<file path="src/rtl/core/tslp_pkg.sv">
`default_nettype none
package tslp_pkg;

  localparam int unsigned CFG_IDX_W  = 3;
  localparam int unsigned CFG_DATA_W = 16;

  typedef enum logic [CFG_IDX_W-1:0] {
    REG_THRESHOLD_CENTER = 3'd0,
    REG_THRESHOLD_LEFT   = 3'd1,
    REG_THRESHOLD_RIGHT  = 3'd2,
    REG_LONG_PRESS_MS    = 3'd3,
    REG_BRIGHTNESS_STEP  = 3'd4,
    REG_LEVEL_CEILING    = 3'd5
  } cfg_reg_t;

  localparam logic [15:0] THRESHOLD_RST  = 16'hFFFF;
  localparam logic [15:0] LONG_PRESS_RST = 16'd1200;
  localparam logic [7:0]  STEP_RST       = 8'd5;
  localparam logic [7:0]  MAX_BRIGHT_RST = 8'd255;

  // number of pads that have a threshold register
  localparam logic [1:0]  PAD_LIMIT = 2'd3;

  localparam logic [1:0]  PAD_CENTER = 2'd0;
  localparam logic [1:0]  PAD_LEFT   = 2'd1;

  typedef enum logic [1:0] {
    DIR_NONE = 2'd0,
    DIR_UP   = 2'd1,
    DIR_DOWN = 2'd2
  } ramp_dir_t;

  typedef struct packed {
    logic [15:0] threshold_center;
    logic [15:0] threshold_left;
    logic [15:0] threshold_right;
    logic [15:0] long_press_ms;
    logic [7:0]  brightness_step;
    logic [7:0]  level_ceiling;
  } cfg_t;

  typedef struct packed {
    logic [1:0]  pad_index;
    logic [15:0] raw_value;
    logic [31:0] now_ms;
    logic [7:0]  strip_level;
  } in_item_t;

  typedef struct packed {
    logic [1:0] pad_echo;
    logic       toggle_request;
    logic       long_press_start;
    logic       level_valid;
    logic [7:0] new_level;
  } out_item_t;

endpackage
`default_nettype wire

</file>
<file path="src/rtl/core/touch_short_long_press_dimmer_unit.sv">
`default_nettype none
// Touch pad short/long press detector with brightness ramp. Each input
// transaction carries one raw sample of one pad (0 center, 1 left, 2 right),
// a millisecond timestamp and that strip's brightness, and yields exactly one
// result transaction: a toggle request when a short press is released, a flag
// when a long press is first recognised, and a clamped ramp level while the
// pad's ramp runs. Throughput is one transaction per clock unless out_ready
// stalls the output; an accepted input loads the input register, then the
// per-pad state update and result register load together. Per-pad state lives
// in flops and is read and written in the same cycle, so consecutive samples
// of one pad see each other's updates. Configuration is written through
// cfg_we, cfg_index and cfg_wdata; the user must do so only while the unit is
// idle, which the unit itself does not enforce. Unknown indexes are ignored.
module touch_short_long_press_dimmer_unit #(
  parameter int unsigned NUM_PADS = 3
) (
  input  wire logic                            clk,
  input  wire logic                            rst_n,
  input  wire logic                            in_valid,
  output logic                                 in_ready,
  input  wire tslp_pkg::in_item_t              in_data,
  output logic                                 out_valid,
  input  wire logic                            out_ready,
  output tslp_pkg::out_item_t                  out_data,
  input  wire logic                            cfg_we,
  input  wire logic [tslp_pkg::CFG_IDX_W-1:0]  cfg_index,
  input  wire logic [tslp_pkg::CFG_DATA_W-1:0] cfg_wdata
);

  tslp_pkg::cfg_t      cfg;
  tslp_pkg::in_item_t  item_r;
  tslp_pkg::out_item_t res;
  tslp_pkg::out_item_t out_data_r;
  logic                item_v_r;
  logic                item_v_nxt;
  logic                out_v_r;
  logic                out_v_nxt;
  logic                adv;

  tslp_cfg_regs u_cfg (
    .clk       (clk),
    .rst_n     (rst_n),
    .cfg_we    (cfg_we),
    .cfg_index (cfg_index),
    .cfg_wdata (cfg_wdata),
    .cfg       (cfg)
  );

  tslp_pad_logic #(
    .NUM_PADS (NUM_PADS)
  ) u_pad (
    .clk   (clk),
    .rst_n (rst_n),
    .adv   (adv),
    .cfg   (cfg),
    .item  (item_r),
    .res   (res)
  );

  assign adv        = item_v_r && (!out_v_r || out_ready);
  assign in_ready   = !item_v_r || adv;
  assign item_v_nxt = (in_valid && in_ready) || (item_v_r && !adv);
  assign out_v_nxt  = adv || (out_v_r && !out_ready);

  always_ff @(posedge clk) begin
    if (!rst_n) begin
      item_v_r <= 1'b0;
      out_v_r  <= 1'b0;
    end else begin
      item_v_r <= item_v_nxt;
      out_v_r  <= out_v_nxt;
    end
  end

  always_ff @(posedge clk) begin
    if (in_valid && in_ready) begin
      item_r <= in_data;
    end
    if (adv) begin
      out_data_r <= res;
    end
  end

  assign out_valid = out_v_r;
  assign out_data  = out_data_r;

endmodule
`default_nettype wire

</file>
<file path="src/rtl/core/tslp_cfg_regs.sv">
`default_nettype none
module tslp_cfg_regs (
  input  wire logic                             clk,
  input  wire logic                             rst_n,
  input  wire logic                             cfg_we,
  input  wire logic [tslp_pkg::CFG_IDX_W-1:0]   cfg_index,
  input  wire logic [tslp_pkg::CFG_DATA_W-1:0]  cfg_wdata,
  output tslp_pkg::cfg_t                        cfg
);

  tslp_pkg::cfg_t cfg_r;
  tslp_pkg::cfg_t cfg_nxt;

  always_comb begin
    cfg_nxt = cfg_r;
    if (cfg_we) begin
      case (cfg_index)
        tslp_pkg::REG_THRESHOLD_CENTER: cfg_nxt.threshold_center = cfg_wdata;
        tslp_pkg::REG_THRESHOLD_LEFT:   cfg_nxt.threshold_left   = cfg_wdata;
        tslp_pkg::REG_THRESHOLD_RIGHT:  cfg_nxt.threshold_right  = cfg_wdata;
        tslp_pkg::REG_LONG_PRESS_MS:    cfg_nxt.long_press_ms    = cfg_wdata;
        tslp_pkg::REG_BRIGHTNESS_STEP:  cfg_nxt.brightness_step  = cfg_wdata[7:0];
        tslp_pkg::REG_LEVEL_CEILING:    cfg_nxt.level_ceiling    = cfg_wdata[7:0];
        default: ;
      endcase
    end
  end

  always_ff @(posedge clk) begin
    if (!rst_n) begin
      cfg_r.threshold_center <= tslp_pkg::THRESHOLD_RST;
      cfg_r.threshold_left   <= tslp_pkg::THRESHOLD_RST;
      cfg_r.threshold_right  <= tslp_pkg::THRESHOLD_RST;
      cfg_r.long_press_ms    <= tslp_pkg::LONG_PRESS_RST;
      cfg_r.brightness_step  <= tslp_pkg::STEP_RST;
      cfg_r.level_ceiling    <= tslp_pkg::MAX_BRIGHT_RST;
    end else begin
      cfg_r <= cfg_nxt;
    end
  end

  assign cfg = cfg_r;

endmodule
`default_nettype wire

</file>
<file path="src/rtl/core/tslp_pad_logic.sv">
`default_nettype none
module tslp_pad_logic #(
  parameter int unsigned NUM_PADS = 3
) (
  input  wire logic               clk,
  input  wire logic               rst_n,
  input  wire logic               adv,
  input  wire tslp_pkg::cfg_t     cfg,
  input  wire tslp_pkg::in_item_t item,
  output tslp_pkg::out_item_t     res
);

  // pads without a threshold register hold no state
  localparam int unsigned DEPTH   = (NUM_PADS < 3) ? NUM_PADS : 3;
  localparam int unsigned PIDX_W  = (DEPTH > 1) ? $clog2(DEPTH) : 1;
  localparam logic [1:0]  DEPTH_L = 2'(DEPTH);

  logic                  held_r  [DEPTH];
  logic                  long_r  [DEPTH];
  logic [31:0]           stamp_r [DEPTH];
  tslp_pkg::ramp_dir_t   dir_r   [DEPTH];

  logic                  held_nxt;
  logic                  long_nxt;
  logic [31:0]           stamp_nxt;
  tslp_pkg::ramp_dir_t   dir_nxt;

  logic [PIDX_W-1:0]     idx;
  logic                  pad_ok;
  logic [15:0]           thr;
  logic                  touched;
  logic [31:0]           held_for;
  logic                  toggle;
  logic                  start;
  logic signed [9:0]     stepped;
  logic signed [9:0]     max_s;
  logic signed [9:0]     clamped;

  assign idx    = item.pad_index[PIDX_W-1:0];
  assign pad_ok = (item.pad_index < DEPTH_L) && (item.pad_index < tslp_pkg::PAD_LIMIT);

  always_comb begin
    case (item.pad_index)
      tslp_pkg::PAD_CENTER: thr = cfg.threshold_center;
      tslp_pkg::PAD_LEFT:   thr = cfg.threshold_left;
      default:              thr = cfg.threshold_right;
    endcase
  end

  assign touched  = item.raw_value < thr;
  assign held_for = item.now_ms - stamp_r[idx];

  always_comb begin
    held_nxt  = held_r[idx];
    long_nxt  = long_r[idx];
    stamp_nxt = stamp_r[idx];
    dir_nxt   = dir_r[idx];
    toggle    = 1'b0;
    start     = 1'b0;
    if (touched) begin
      if (held_r[idx]) begin
        if ((held_for > {16'd0, cfg.long_press_ms}) && !long_r[idx]) begin
          long_nxt = 1'b1;
          start    = 1'b1;
          dir_nxt  = (item.strip_level <= {2'b00, cfg.level_ceiling[7:2]}) ?
                     tslp_pkg::DIR_UP : tslp_pkg::DIR_DOWN;
        end
      end else begin
        held_nxt  = 1'b1;
        stamp_nxt = item.now_ms;
      end
    end else begin
      if (held_r[idx]) begin
        if (!long_r[idx]) begin
          toggle = 1'b1;
        end else begin
          dir_nxt = tslp_pkg::DIR_NONE;
        end
      end
      held_nxt = 1'b0;
      long_nxt = 1'b0;
    end
  end

  // step, limit to max, then raise to at least one
  always_comb begin
    max_s = signed'({2'b00, cfg.level_ceiling});
    if (dir_nxt == tslp_pkg::DIR_UP) begin
      stepped = signed'({2'b00, item.strip_level}) + signed'({2'b00, cfg.brightness_step});
    end else begin
      stepped = signed'({2'b00, item.strip_level}) - signed'({2'b00, cfg.brightness_step});
    end
    clamped = (stepped > max_s) ? max_s : stepped;
    if (clamped < 10'sd1) begin
      clamped = 10'sd1;
    end
  end

  always_comb begin
    res.pad_echo         = item.pad_index;
    res.toggle_request   = pad_ok & toggle;
    res.long_press_start = pad_ok & start;
    res.level_valid      = pad_ok & (dir_nxt != tslp_pkg::DIR_NONE);
    res.new_level        = res.level_valid ? clamped[7:0] : 8'd0;
  end

  always_ff @(posedge clk) begin
    if (!rst_n) begin
      for (int i = 0; i < DEPTH; i++) begin
        held_r[i] <= 1'b0;
        long_r[i] <= 1'b0;
        dir_r[i]  <= tslp_pkg::DIR_NONE;
      end
    end else if (adv && pad_ok) begin
      held_r[idx] <= held_nxt;
      long_r[idx] <= long_nxt;
      dir_r[idx]  <= dir_nxt;
    end
  end

  always_ff @(posedge clk) begin
    if (adv && pad_ok) begin
      stamp_r[idx] <= stamp_nxt;
    end
  end

endmodule
`default_nettype wire

</file>
<file path="config.mk">
export PLATFORM = sky130hd
export DESIGN_NAME = touch_short_long_press_dimmer_unit
export DESIGN_NICKNAME = d
export VERILOG_FILES = /design/src/rtl/core/tslp_pkg.sv /design/src/rtl/core/touch_short_long_press_dimmer_unit.sv /design/src/rtl/core/tslp_cfg_regs.sv /design/src/rtl/core/tslp_pad_logic.sv
export SDC_FILE = /design/constraint.sdc
export NUM_CORES = 1
export LEC_CHECK = 0
export ABC_CLOCK_PERIOD_IN_PS = 8300
export BUFFER_PORTS_ARGS = -buffer_cell sky130_fd_sc_hd__buf_2
export CAP_MARGIN = 20
export CELL_PAD_IN_SITES_DETAIL_PLACEMENT = 0
export CELL_PAD_IN_SITES_GLOBAL_PLACEMENT = 1
export CORE_ASPECT_RATIO = 0.9
export CORE_MARGIN = 4
export CORE_UTILIZATION = 28
export DETAILED_ROUTE_END_ITERATION = 8
export PLACE_DENSITY_LB_ADDON = 0.1
export SKIP_CTS_REPAIR_TIMING = 1
export SLEW_MARGIN = 0
export SYNTH_ARGS = -nofsm -noshare
export SYNTH_HDL_FRONTEND = slang
export SYNTH_SLANG_ARGS = --single-unit
</file>
<file path="constraint.sdc">
create_clock -name clk -period 8.3 [get_ports clk]
set_clock_uncertainty 0.15 [all_clocks]
set_input_delay 0.415 -clock clk [delete_from_list [all_inputs] [get_ports clk]]
set_output_delay 0.415 -clock clk [all_outputs]
set_load 0.1 [all_outputs]
</file>
# --- Yosys cells after proc, flatten, opt, wreduce, memory -nomap -nowiden ---
# Memory sizes are Yosys's and may differ from the RTL's. A register that Yosys moved wholly into a read port is not among the register bits.
# Index checks and enable logic that the tools add are counted.
word_totals:
  reg_bits: 153
  ramBits: 108
  input_bits: 82
  output_inout_bits: 15
  wordCells: 110
  memories: 4
classes:
  add_sub_neg: 3
  magnitude_cmp: 6
  n_eq_ne: 7
  mux: 40
  n_bitwise: 4
  n_reduce_logical: 28
mem_list:
  columns: ["memory", "depth", "word_bits", "read_ports", "rd_ports_with_merged_regs", "write_ports", "line_no", "source"]
  rows:
  - ["u_pad.stamp_r", 3, 32, 1, 1, 1, "tslp_pad_logic.sv:20", "logic [31:0] stamp_r [DEPTH];"]
  - ["u_pad.dir_r", 3, 2, 1, 1, 3, "tslp_pad_logic.sv:21", "tslp_pkg::ramp_dir_t dir_r [DEPTH];"]
  - ["u_pad.held_r", 3, 1, 1, 1, 3, "tslp_pad_logic.sv:18", "logic held_r [DEPTH];"]
  - ["u_pad.long_r", 3, 1, 1, 1, 3, "tslp_pad_logic.sv:19", "logic long_r [DEPTH];"]
ops:
  columns: ["op", "n"]
  rows:
  - ["32-bit 2-to-1 mux", 2]
  - ["32-bit by 16-bit greater-than comparator with 1-bit output", 1]
  - ["16-bit one-hot mux with 2 select lines", 1]
  - ["32-bit subtractor", 1]
  - ["2-bit 2-to-1 mux", 14]
  - ["1-bit 2-to-1 mux", 21]
  - ["10-bit 2-to-1 mux", 2]
  - ["16-bit less-than comparator", 1]
  - ["2-bit AND reduction", 6]
  - ["10-bit by 9-bit greater-than comparator with 1-bit output", 1]
  - ["10-bit by 2-bit less-than comparator with 1-bit output (second input constant)", 1]
  - ["8-bit by 8-bit adder with 9-bit output", 1]
  - ["8-bit by 8-bit subtractor with 9-bit output", 1]
  - ["8-bit by 6-bit less-or-equal comparator with 1-bit output", 1]
  - ["3-bit by 2-bit == test with 1-bit output (second input constant)", 2]
  - ["3-bit == test (second input constant)", 2]
  - ["1-bit logical AND", 6]
  - ["1-bit logical NOT", 5]
  - ["2-bit by 1-bit == test with 1-bit output (second input constant)", 2]
  - ["1-bit logical OR", 4]
  - ["2-bit OR reduction", 2]
  - ["1-bit AND", 3]
  - ["3-bit by 1-bit == test with 1-bit output (second input constant)", 1]
  - ["3-bit logical NOT", 1]
  - ["5 further kinds", 6]

# --- Depth between registers and ports, before layout ---
# Gate-level depths: netlist of the first run.
depth:
  depth_word: 12
  ltp_mapped: 42
  depth_no_buf: 39

# --- Cells and area by module ---
# Synthesis of the first run repeated with hierarchy kept, for this count alone.
unflattened:
  cells_unflattened: 1397
  hier_area_um2: 14946.8
modules_own_cells:
  columns: ["module", "n_inst", "cells_each", "area_per_inst_um2", "seq_area_each_um2"]
  rows:
  - ["tslp_pad_logic", 1, 1010, 9440.3, 3303.2]
  - ["tslp_cfg_regs", 1, 307, 3270.6, 1601.5]
  - ["touch_short_long_press_dimmer_unit", 1, 80, 2235.9, 2172.1]

# --- Least setup slack after synthesis of the first run ---
# No wires, ideal clock.
synth_timing:
  path_kind: "register to register"
  start: "register (tool-made name)"
  end: "register out_data_r (netlist bit out_data[4]) (data pin)"
  setup_ps: 269
  t_arrival_ps: 7635
  required_time_ps: 7881
  path_slack_ps: 246
  stages_incl_launch_ff: 42
  path_buffers: 4
  period_less_slack_ps: 8054
  cell_sequence: "dfxtp_1 > clkbuf_1 > buf_1 > mux2i_1 > nor2_1 > a21oi_1 > inv_1 > fa_1 > nand2b_1 > a21oi_2 > o21a_1 > o21ai_1 > nor2_1 > nor2_1 > xnor2_1 > ha_1 > nand4_1 > nor4_1 > (+6 left out) > a211o_4 > buf_6 > mux2i_4 > xor2_2 > inv_1 > ha_1 > a21o_1 > a21o_1 > a21oi_1 > nor2b_1 > o21ai_0 > a32o_1 > and2_1 > inv_1 > a21oi_2 > buf_2 > mux2i_1 > nor2_1"
synth_rtl:
  columns: ["element", "line_no", "source"]
  rows:
  - ["to (signal assigned)", "touch_short_long_press_dimmer_unit.sv:80", "out_data_r <= res;"]
  - ["to (decl)", "touch_short_long_press_dimmer_unit.sv:33", "tslp_pkg::out_item_t out_data_r;"]

==> results of run 1 <==
[worst min-delay path by stage]
| stage | cells after the start | slack [ns] | end | from |
|---|---|---|---|---|
| global route | 3 | 0.01 | u_cfg.cfg[9] | cfg_wdata[1] |
| detailed placement | 2 | 0.30 | u_cfg.cfg[48] | u_cfg.cfg[48] |
| finish | 3 | 0.03 | u_cfg.cfg[9] | cfg_wdata[1] |
| CTS | 1 | -0.20 | item_r[53] | in_data[53] |
| floorplan | 0 | 0.27 | out_data[12] | item_r[57] |
| global placement | 2 | 0.30 | u_cfg.cfg[72] | u_cfg.cfg[72] |
[power groups by stage]
stage          Sequential [mW]  Clock (mW)  Combinational (mW)
2_1_floorplan             1.58           0               0.483
3_3_place_gp              1.56           0               0.727
3_5_place_dp              1.56           0               0.724
4_1_cts                   1.53        1.47               0.729
5_1_grt                   1.54        1.52               0.855
6_report                  1.53        1.41               0.762
[layout make-up]
class	instances	area (µm²)	area share, %
tap	671	840	4.84
timing repair buffer	198	1420	8.20
clock inverter	19	183	1.05
sequential	267	7120	41.1
inverter	61	229	1.32
multi-input combinational	1021	6670	38.4
clock buffer	39	880	5.07
[synthesized netlist by cell type (all sizes together), types with 3 or more instances]
| cell type | count | share of area, % |
|---|---|---|
| edfxtp | 177 | 38 |
| buf | 14 | 0.56 |
| a2111oi | 3 | 0.32 |
| inv | 61 | 1.6 |
| o21bai | 7 | 0.37 |
| ha | 94 | 8.3 |
| or3 | 5 | 0.22 |
| xnor2 | 19 | 1.2 |
| nand2b | 16 | 0.71 |
| or2 | 7 | 0.33 |
| o2111ai | 5 | 0.31 |
| nand4 | 16 | 0.71 |
| mux2 | 9 | 0.72 |
| mux2i | 60 | 4.3 |
| nand2 | 248 | 6.6 |
| a311oi | 3 | 0.27 |
| dfxtp | 90 | 13 |
| o211ai | 20 | 1.1 |
| nand3 | 60 | 2.1 |
| clkbuf | 42 | 1.1 |
| nor4 | 3 | 0.13 |
| xor2 | 11 | 0.73 |
| nor2 | 105 | 2.8 |
| a21boi | 23 | 1.2 |
| mux4 | 4 | 0.64 |
| a211oi | 9 | 0.55 |
| nor2b | 12 | 0.53 |
| a21oi | 115 | 4.3 |
| a31oi | 3 | 0.13 |
| a211o | 3 | 0.25 |
| and2 | 6 | 0.27 |
| nor3 | 12 | 0.42 |
| o21ai | 72 | 2.5 |
| a21o | 20 | 1.1 |
| fa | 3 | 0.42 |
| and3 | 7 | 0.38 |
| o21a | 10 | 0.53 |
[worst register-to-register path, delay by kind of cell (launching register included)]
family	cells	cell delay [ns]
AO/OA/AOI/OAI	18	3.18
XOR/XNOR	1	0.15
adder cells (fa/ha/maj)	4	1.23
buffers and inverters	4	0.63
flip-flops	1	0.42
multiplexers	1	0.18
AND/OR/NAND/NOR	11	1.62
[cells by family (layout without fill, tap and decap cells)]
family                     after synthesis  after routing  synth area share, %
and+or+nand+nor                        504            504                 15.7
muxes                                   73             73                 5.69
DFF                                    267            267                 50.3
xor gates and xnor gates                30             30                 1.91
other                                    1              4               0.0265
adders and majority gates               97             97                 8.75
buffers and inverters                  117            317                 3.29
AOI/OAI and AO/OA                      313            313                 14.2
[state kept, by name (all words and copies together), names as in the netlist, 4 cells and up, named ones only]
signal / cells
u_pad.held_r: 4
u_cfg.cfg: 80
out_data: 13
item_r: 58
u_pad.long_r: 4
u_pad.stamp_r: 96
u_pad.dir_r: 8
[per-layer routing]
metal | global-route usage [%] | vias to the layer above
met5 | 0 | -
met4 | 2.96 | 0
met3 | 2.07 | 38
met2 | 23.0 | 158
met1 | 20.5 | 5105
li1 | - | 5378
[per-stage QoR]
stage	TNS, ns	hold slack [ns]	area (µm²)
after global placement	0	0.299	15400
after detailed placement	-0.338	0.301	15400
after CTS	-0.541	-0.198	16500
final	0	0.0336	17300
after floorplan	0	0.274	14100
after global routing	0	0.00960	17300
==> results.yml, run 1 <==
detailed_routing:
  detail_route.wl_per_cell_um: 17.5
  route.detailed.vias_per_inst: 4.69
  drt_first_pass_iters: 5
  wl_met1_mm: 19.4
  route.met3.wl_mm: 1.45
  ant_nets: 0
  detailroute.wirelength.met2_mm: 18.3
  highest_routed_layer: "met4"
  drc: 0
  route.vias.total: 10700
  detail_route.wirelength_mm: 39.9
  drt_iter0_drc: 556
timing:
  worst_slew_pin_slew_ns: 0.949
  final.setup.worst_slack_ns: 0.486
  timing.final.hold_violations: 0
  fmax_mhz: 128
  slew_headroom_pct: 36.5
  unrepaired_setup_endpoints_after_global_routing: "no"
  slew_viol_final: 0
  finalSetupViolCount: 0
  layout_worst_path_cycle_share_pct: 94.1
  min_period_ns: 7.81
setup_path:
  critPathMaxStageDelay_ns: 0.59
  start_kind: "register"
  worstPathBufferInverterCount: 4
  cpMostUsedCell: "ha_1"
  worst-endpoint-required_ns: 8.47
  cp.depth: 39
  timing.critical_path.arrival_ns: 7.98
  r2r_slack_ns: 0.49
  critPathTopFamily: "compound AO/OA/AOI/OAI gates"
  reg2reg_depth: 39
  timing.critical_path.slowest_stage_cell: "a2111oi_1"
  critical_path.endpoint: "out_data[0]"
  crit_type: "register to register"
  worst_r2r_endpoint: "out_data[0]"
  worstPathMaxFanout: 12
  endpoint_kind: "register"
cells_and_area:
  layout-drive-gt1-share_pct: 15.1
  syn_to_final_growth_pct: 22.7
  most_common_cell_after_layout_fill_and_taps_aside: "nand2_1"
  filler_cell_count: 5070
  insertedDiodeCount: 0
  final_cell_mix: "nand2_1 (247), edfxtp_1 (177), a21oi_1 (106), nor2_1 (103), buf_2 (96)"
  design.final.nets: 1759
  final_cell_count_no_fill: 2276
  utilization_pct: 35.0
grt:
  maximum_number_of_pins_on_one_net_before_global_route_repair: 64
  gr-total-overflow: 0
  antenna_found_initial: 0
  grt_pass1_vias: 10500
  first_pass_grt_wire_length_mm: 61.5
  globalRouteTotalUtil_pct: 14.3
yosys:
  synthArstFlopShare_pct: 0
  ys_types: 77
  post_synth_edffs: 177
  syn_inst: 1402
  yosys_register_bits: 267
  synth_warnings: 0
  syn_area_um2: 14100
  syn_avg_cell_area_um2: 10.1
  postSynth.topFlopCell: "edfxtp_1"
  yosysSeqAreaShare_pct: 50.3
placed_design:
  port_buffers: 96
  place_hpwl_mm: 28.8
  place_congestion: 0.813
  dp_slack_ns: -0.116
  dpl.cell_count: 2142
power:
  power.sequential.fraction_pct: 41.3
  power.density_nw_per_um2: 214
  comb_power_share_pct: 20.6
  vdd_ir_drop_max_mv: 0.165
  power_switching_share_pct: 29.0
  power_mw: 3.71
  intPower_mw: 2.63
  power_leakage_nw: 7.03
  p_switching_mw: 1.07
  clock_power_share_pct: 38.1
worst_hold_path:
  hold_class: "primary input to register"
clock_network:
  worstSkewPairLatency_ns: 0.59
  cts.clk_slew.worst_paths_ns: 0.06
  cts_inserted_buffers: 31
  cts.root.buffer_cell: "clkbuf_16"
  cts_htree_levels: 1
  clock-sinks: 267
  clk_path_buf_depth: 3
  clock_tree_from_tritoncts: "done"
die:
  die_area_um2: 54100
  fp-row-count: 77
  chipHeight_um: 221
  fp.coreArea_um2: 49500
  floorplan.initialDensity_pct: 28.5
  boundaryPins: 97
  fp.dieW_um: 245
run:
  max_cap_violations: 0
status:
  run_status: "finished, final reports clean"
(Power assumes the default switching activity.)
==> run 2, diff against run 1 <==
--- a/config.mk
+++ b/config.mk
@@ -5,7 +5,7 @@
 export SDC_FILE = /design/constraint.sdc
 export NUM_CORES = 1
 export LEC_CHECK = 0
-export ABC_CLOCK_PERIOD_IN_PS = 8300
+export ABC_CLOCK_PERIOD_IN_PS = 8800
 export BUFFER_PORTS_ARGS = -buffer_cell sky130_fd_sc_hd__buf_2
 export CAP_MARGIN = 20
 export CELL_PAD_IN_SITES_DETAIL_PLACEMENT = 0
@@ -13,10 +13,10 @@
 export CORE_ASPECT_RATIO = 0.9
 export CORE_MARGIN = 4
 export CORE_UTILIZATION = 28
+export CTS_CLUSTER_SIZE = 12
 export DETAILED_ROUTE_END_ITERATION = 8
 export PLACE_DENSITY_LB_ADDON = 0.1
 export SKIP_CTS_REPAIR_TIMING = 1
-export SLEW_MARGIN = 0
 export SYNTH_ARGS = -nofsm -noshare
 export SYNTH_HDL_FRONTEND = slang
 export SYNTH_SLANG_ARGS = --single-unit
==> constraint.sdc (replaced) <==
create_clock -name clk -period 8.8 [get_ports clk]
set_clock_uncertainty 0.15 [all_clocks]
set_input_delay 0.44 -clock clk [delete_from_list [all_inputs] [get_ports clk]]
set_output_delay 0.44 -clock clk [all_outputs]
set_load 0.1 [all_outputs]
==> results.yml, run 2 (synthesis results as in run 1) <==
setup_path:
  start_kind: "register"
  timing.critical_path.slowest_stage_cell: "a211oi_1"
  endpoint_kind: "register"
  worstPathMaxFanout: 13
  worst-endpoint-required_ns: 8.97
  crit_type: "register to register"
  critPathTopFamily: "compound AO/OA/AOI/OAI gates"
  critPathMaxStageDelay_ns: 0.42
  timing.critical_path.arrival_ns: 8.34
  worstPathBufferInverterCount: 5
cells_and_area:
  largest_register: "u_pad.stamp_r"
  layout-drive-gt1-share_pct: 13.6
  final_cell_mix: "nand2_1 (247), edfxtp_1 (177), a21oi_1 (107), nor2_1 (104), buf_2 (96)"
  final_cell_count_no_fill: 2261
  utilization_pct: 34.4
  design.final.nets: 1743
  largest_register_ffs: 96
  filler_cell_count: 5108
  most_common_cell_after_layout_fill_and_taps_aside: "nand2_1"
  syn_to_final_growth_pct: 20.5
clock_network:
  clock_tree_from_tritoncts: "done"
  worstSkewPairLatency_ns: 0.58
  clk_path_buf_depth: 3
  clock-sinks: 267
  cts.clk_slew.worst_paths_ns: 0.06
  cts.root.buffer_cell: "clkbuf_16"
  cts_htree_levels: 1
  cts_inserted_buffers: 31
grt:
  antenna_found_initial: 0
  first_pass_grt_wire_length_mm: 61.0
  grt_pass1_vias: 10300
  gr-total-overflow: 0
  globalRouteTotalUtil_pct: 14.2
  maximum_number_of_pins_on_one_net_before_global_route_repair: 94
die:
  fp.dieW_um: 245
  fp.coreArea_um2: 49500
  die_area_um2: 54100
  fp-row-count: 77
  chipHeight_um: 221
  floorplan.initialDensity_pct: 28.5
  boundaryPins: 97
timing:
  finalSetupViolCount: 0
  worst_slew_pin_slew_ns: 1.08
  fmax_mhz: 122
  final.setup.tns_ns: 0
  unrepaired_setup_endpoints_after_global_routing: "no"
  timing.final.hold_violations: 0
  slew_headroom_pct: 28.1
  min_period_ns: 8.17
  layout_worst_path_cycle_share_pct: 92.9
  final.setup.worst_slack_ns: 0.629
  slew_viol_final: 0
detailed_routing:
  ant_nets: 0
  route.detailed.vias_per_inst: 4.66
  route.vias.total: 10500
  detail_route.wl_per_cell_um: 17.5
  drt_iter0_drc: 595
  detail_route.wirelength_mm: 39.5
  drt_first_pass_iters: 6
  drc: 0
placed_design:
  place_congestion: 0.804
  dpl.cell_count: 2138
  place_hpwl_mm: 28.9
  port_buffers: 96
  dp_slack_ns: 0.402
power:
  power_mw: 3.40
  vdd_ir_drop_max_mv: 0.145
  power.density_nw_per_um2: 200
  power_leakage_nw: 6.89
run:
  max_cap_violations: 0
status:
  run_status: "finished, final reports clean"
worst_hold_path:
  hold_class: "primary input to register"
[run 2: changes by cell type in the layout (fill, tap and decap cells not counted), sizes merged]
cell and delta:
clkbuf -1, clkinv +4, buf -9, diode +1
inv -3, dlygate4sd3 -7
[run 2: final timing paths]
kind,from,end,slack (ns),depth (start not counted)
min reg2reg,u_cfg.cfg[32],u_cfg.cfg[32],0.31,2
min,cfg_wdata[15],u_cfg.cfg[79],0.0005,3
max reg2reg,register,out_data[0],0.63,40
max,register,out_data[0],0.63,40
[run 2: layout make-up]
class | instances | area (µm²) | area share [%]
Sequential cell | 267 | 7120 | 41.8
Clock inverter | 20 | 181 | 1.07
Timing Repair Buffer | 182 | 1280 | 7.51
Antenna cell | 1 | 2.50 | 0.0147
Multi-Input combinational cell | 1021 | 6580 | 38.6
Tap cell | 671 | 840 | 4.93
Clock buffer | 38 | 802 | 4.71
Inverter | 61 | 229 | 1.34
[run 2: metal layers]
metal | global-route usage, % | share of wire [%] | up-vias
met5 | 0 | 0 | -
met4 | 3.11 | 2.0 | 0
met3 | 2.08 | 3.3 | 46
met2 | 22.8 | 45 | 132
met1 | 20.5 | 49 | 4995
li1 | - | - | 5358
[run 2: where the power goes]
part | internal [mW] | total (mW) | switching, mW
combinational | 0.261 | 0.698 | 0.437
sequential | 1.41 | 1.44 | 0.0293
clock | 0.733 | 1.26 | 0.530
[run 2: worst reg2reg max path: cells and delay by family, from the launching register on]
family	cells	cell delay, ns
simple gates	10	1.44
compound gates	20	3.93
flops	1	0.37
buf+inv	5	0.86
fa+ha+maj	3	0.82
mux	1	0.23
xor+xnor	1	0.10
[run 2: stage by stage]
| stage | hold WS (ns) | cell area, µm² |
|---|---|---|
| after detailed placement | 0.301 | 15400 |
| after global placement | 0.296 | 15400 |
| after floorplan | 0.274 | 14100 |
| final | 0.000535 | 17000 |
| after CTS | -0.162 | 16400 |
| after global routing | 0.00432 | 17000 |
==> run 3, diff against run 2 <==
--- a/config.mk
+++ b/config.mk
@@ -10,7 +10,6 @@
 export CAP_MARGIN = 20
 export CELL_PAD_IN_SITES_DETAIL_PLACEMENT = 0
 export CELL_PAD_IN_SITES_GLOBAL_PLACEMENT = 1
-export CORE_ASPECT_RATIO = 0.9
 export CORE_MARGIN = 4
 export CORE_UTILIZATION = 28
 export CTS_CLUSTER_SIZE = 12
==> results.yml, run 3 (synthesis results as in run 1) <==
setup_path:
  critPathMaxStageDelay_ns: 0.44
  worstPathMaxFanout: 12
  worstPathBufferInverterCount: 5
  critPathTopFamily: "compound AO/OA/AOI/OAI gates"
  r2r_slack_ns: 0.81
  timing.critical_path.slowest_stage_cell: "dfxtp_4"
  timing.critical_path.arrival_ns: 8.12
  start_kind: "register"
  crit_type: "register to register"
  endpoint_kind: "register"
  worst-endpoint-required_ns: 8.93
clock_network:
  clock_tree_from_tritoncts: "done"
  cts.clk_slew.worst_paths_ns: 0.06
  worstSkewPairLatency_ns: 0.55
  cts_htree_levels: 2
  clock-sinks: 267
  cts_inserted_buffers: 34
  cts.root.buffer_cell: "clkbuf_16"
  clk_path_buf_depth: 3
cells_and_area:
  final_cell_mix: "nand2_1 (247), edfxtp_1 (177), a21oi_1 (107), nor2_1 (104), buf_2 (96)"
  largest_register_ffs: 96
  insertedDiodeCount: 0
  most_common_cell_after_layout_fill_and_taps_aside: "nand2_1"
  filler_cell_count: 5201
  design.final.nets: 1745
  syn_to_final_growth_pct: 21.3
  final_cell_count_no_fill: 2263
  largest_register: "u_pad.stamp_r"
  layout-drive-gt1-share_pct: 14.1
  postLayoutCellArea_um2: 17100
timing:
  slew_headroom_pct: 28.4
  fmax_mhz: 125
  worst_slew_pin_slew_ns: 1.07
  final.setup.tns_ns: 0
  finalSetupViolCount: 0
  timing.final.hold_violations: 0
  layout_worst_path_cycle_share_pct: 90.8
  slew_viol_final: 0
  unrepaired_setup_endpoints_after_global_routing: "no"
  min_period_ns: 7.99
die:
  floorplan.initialDensity_pct: 28.2
  chipHeight_um: 233
  fp-row-count: 82
  die_area_um2: 54100
  fp.dieW_um: 233
  fp.coreArea_um2: 50100
  boundaryPins: 97
grt:
  antenna_found_initial: 0
  gr-total-overflow: 0
  first_pass_grt_wire_length_mm: 60.7
  maximum_number_of_pins_on_one_net_before_global_route_repair: 94
  globalRouteTotalUtil_pct: 14.5
  grt_pass1_vias: 10200
status:
  run_status: "finished, final reports clean"
placed_design:
  place_hpwl_mm: 28.6
  place_congestion: 0.803
  dpl.cell_count: 2134
  detailed_place.area_um2: 15400
  port_buffers: 96
worst_hold_path:
  holdCritStartpoint: "cfg_wdata[13]"
  hold_class: "primary input to register"
detailed_routing:
  ant_nets: 0
  detail_route.wirelength_mm: 39.8
  drc: 0
  drt_first_pass_iters: 5
  route.detailed.vias_per_inst: 4.70
  drt_iter0_drc: 620
  detail_route.wl_per_cell_um: 17.6
  route.vias.total: 10600
power:
  power.density_nw_per_um2: 204
  vdd_ir_drop_max_mv: 0.105
  power_leakage_nw: 6.95
run:
  max_cap_violations: 0
run 3: cell count changes in the layout (fill, tap and decap cells not counted), sizes merged:
cell / delta
inv: +2
bufinv: -3
clkinv: -7
dlygate4sd3: -1
clkbuf: +13
clkinvlp: -2
diode: -1
run 3: routing by layer:
metal | routed length, µm | track usage, % | vias up
li1 | - | - | 5374
met3 | 1540 | 2.96 | 53
met5 | 0 | 0 | -
met1 | 19800 | 20.6 | 5010
met4 | 911 | 4.13 | 0
met2 | 17600 | 22.5 | 188
run 3: final timing paths:
check | to | cells after the start
max | out_data[0] | 41
min | u_cfg.cfg[77] | 3
max reg2reg | out_data[0] | 41
min reg2reg | u_cfg.cfg[35] | 2
run 3: layout make-up:
cell class,count,area [µm²],share of cell area [%]
sequential,267,7120,41.6
multi-input combinational,1021,6590,38.4
timing repair buffer,181,1280,7.46
clock buffer,51,1020,5.93
tap,672,841,4.90
inverter,61,229,1.34
clock inverter,10,68.8,0.401
run 3: power by group:
group	switching [mW]	internal (mW)	total, mW
combinational	0.436	0.262	0.698
clock	0.555	0.802	1.36
sequential	0.0326	1.42	1.45
total	1.02	2.48	3.50
run 3: through the flow:
stage	hold slack, ns	util, %	total power, mW	setup WS (ns)
after floorplan	0.274	-	1.95	0.746
after global placement	0.291	30.7	2.15	0.483
after detailed placement	0.302	30.7	2.15	0.307
after CTS	-0.131	32.9	3.54	0.253
after global routing	0.0295	34.2	3.70	0.0423
final	0.0317	34.2	3.50	0.807
run 3: worst register-to-register path, delay by kind of cell, from the launching register on:
family                   cells  cell delay (ns)
buffers and inverters        5             0.62
XOR/XNOR                     2             0.44
AO/OA/AOI/OAI               18             3.30
multiplexers                 2             0.42
flip-flops                   1             0.44
adder cells (fa/ha/maj)      3             1.00
AND/OR/NAND/NOR             11             1.36
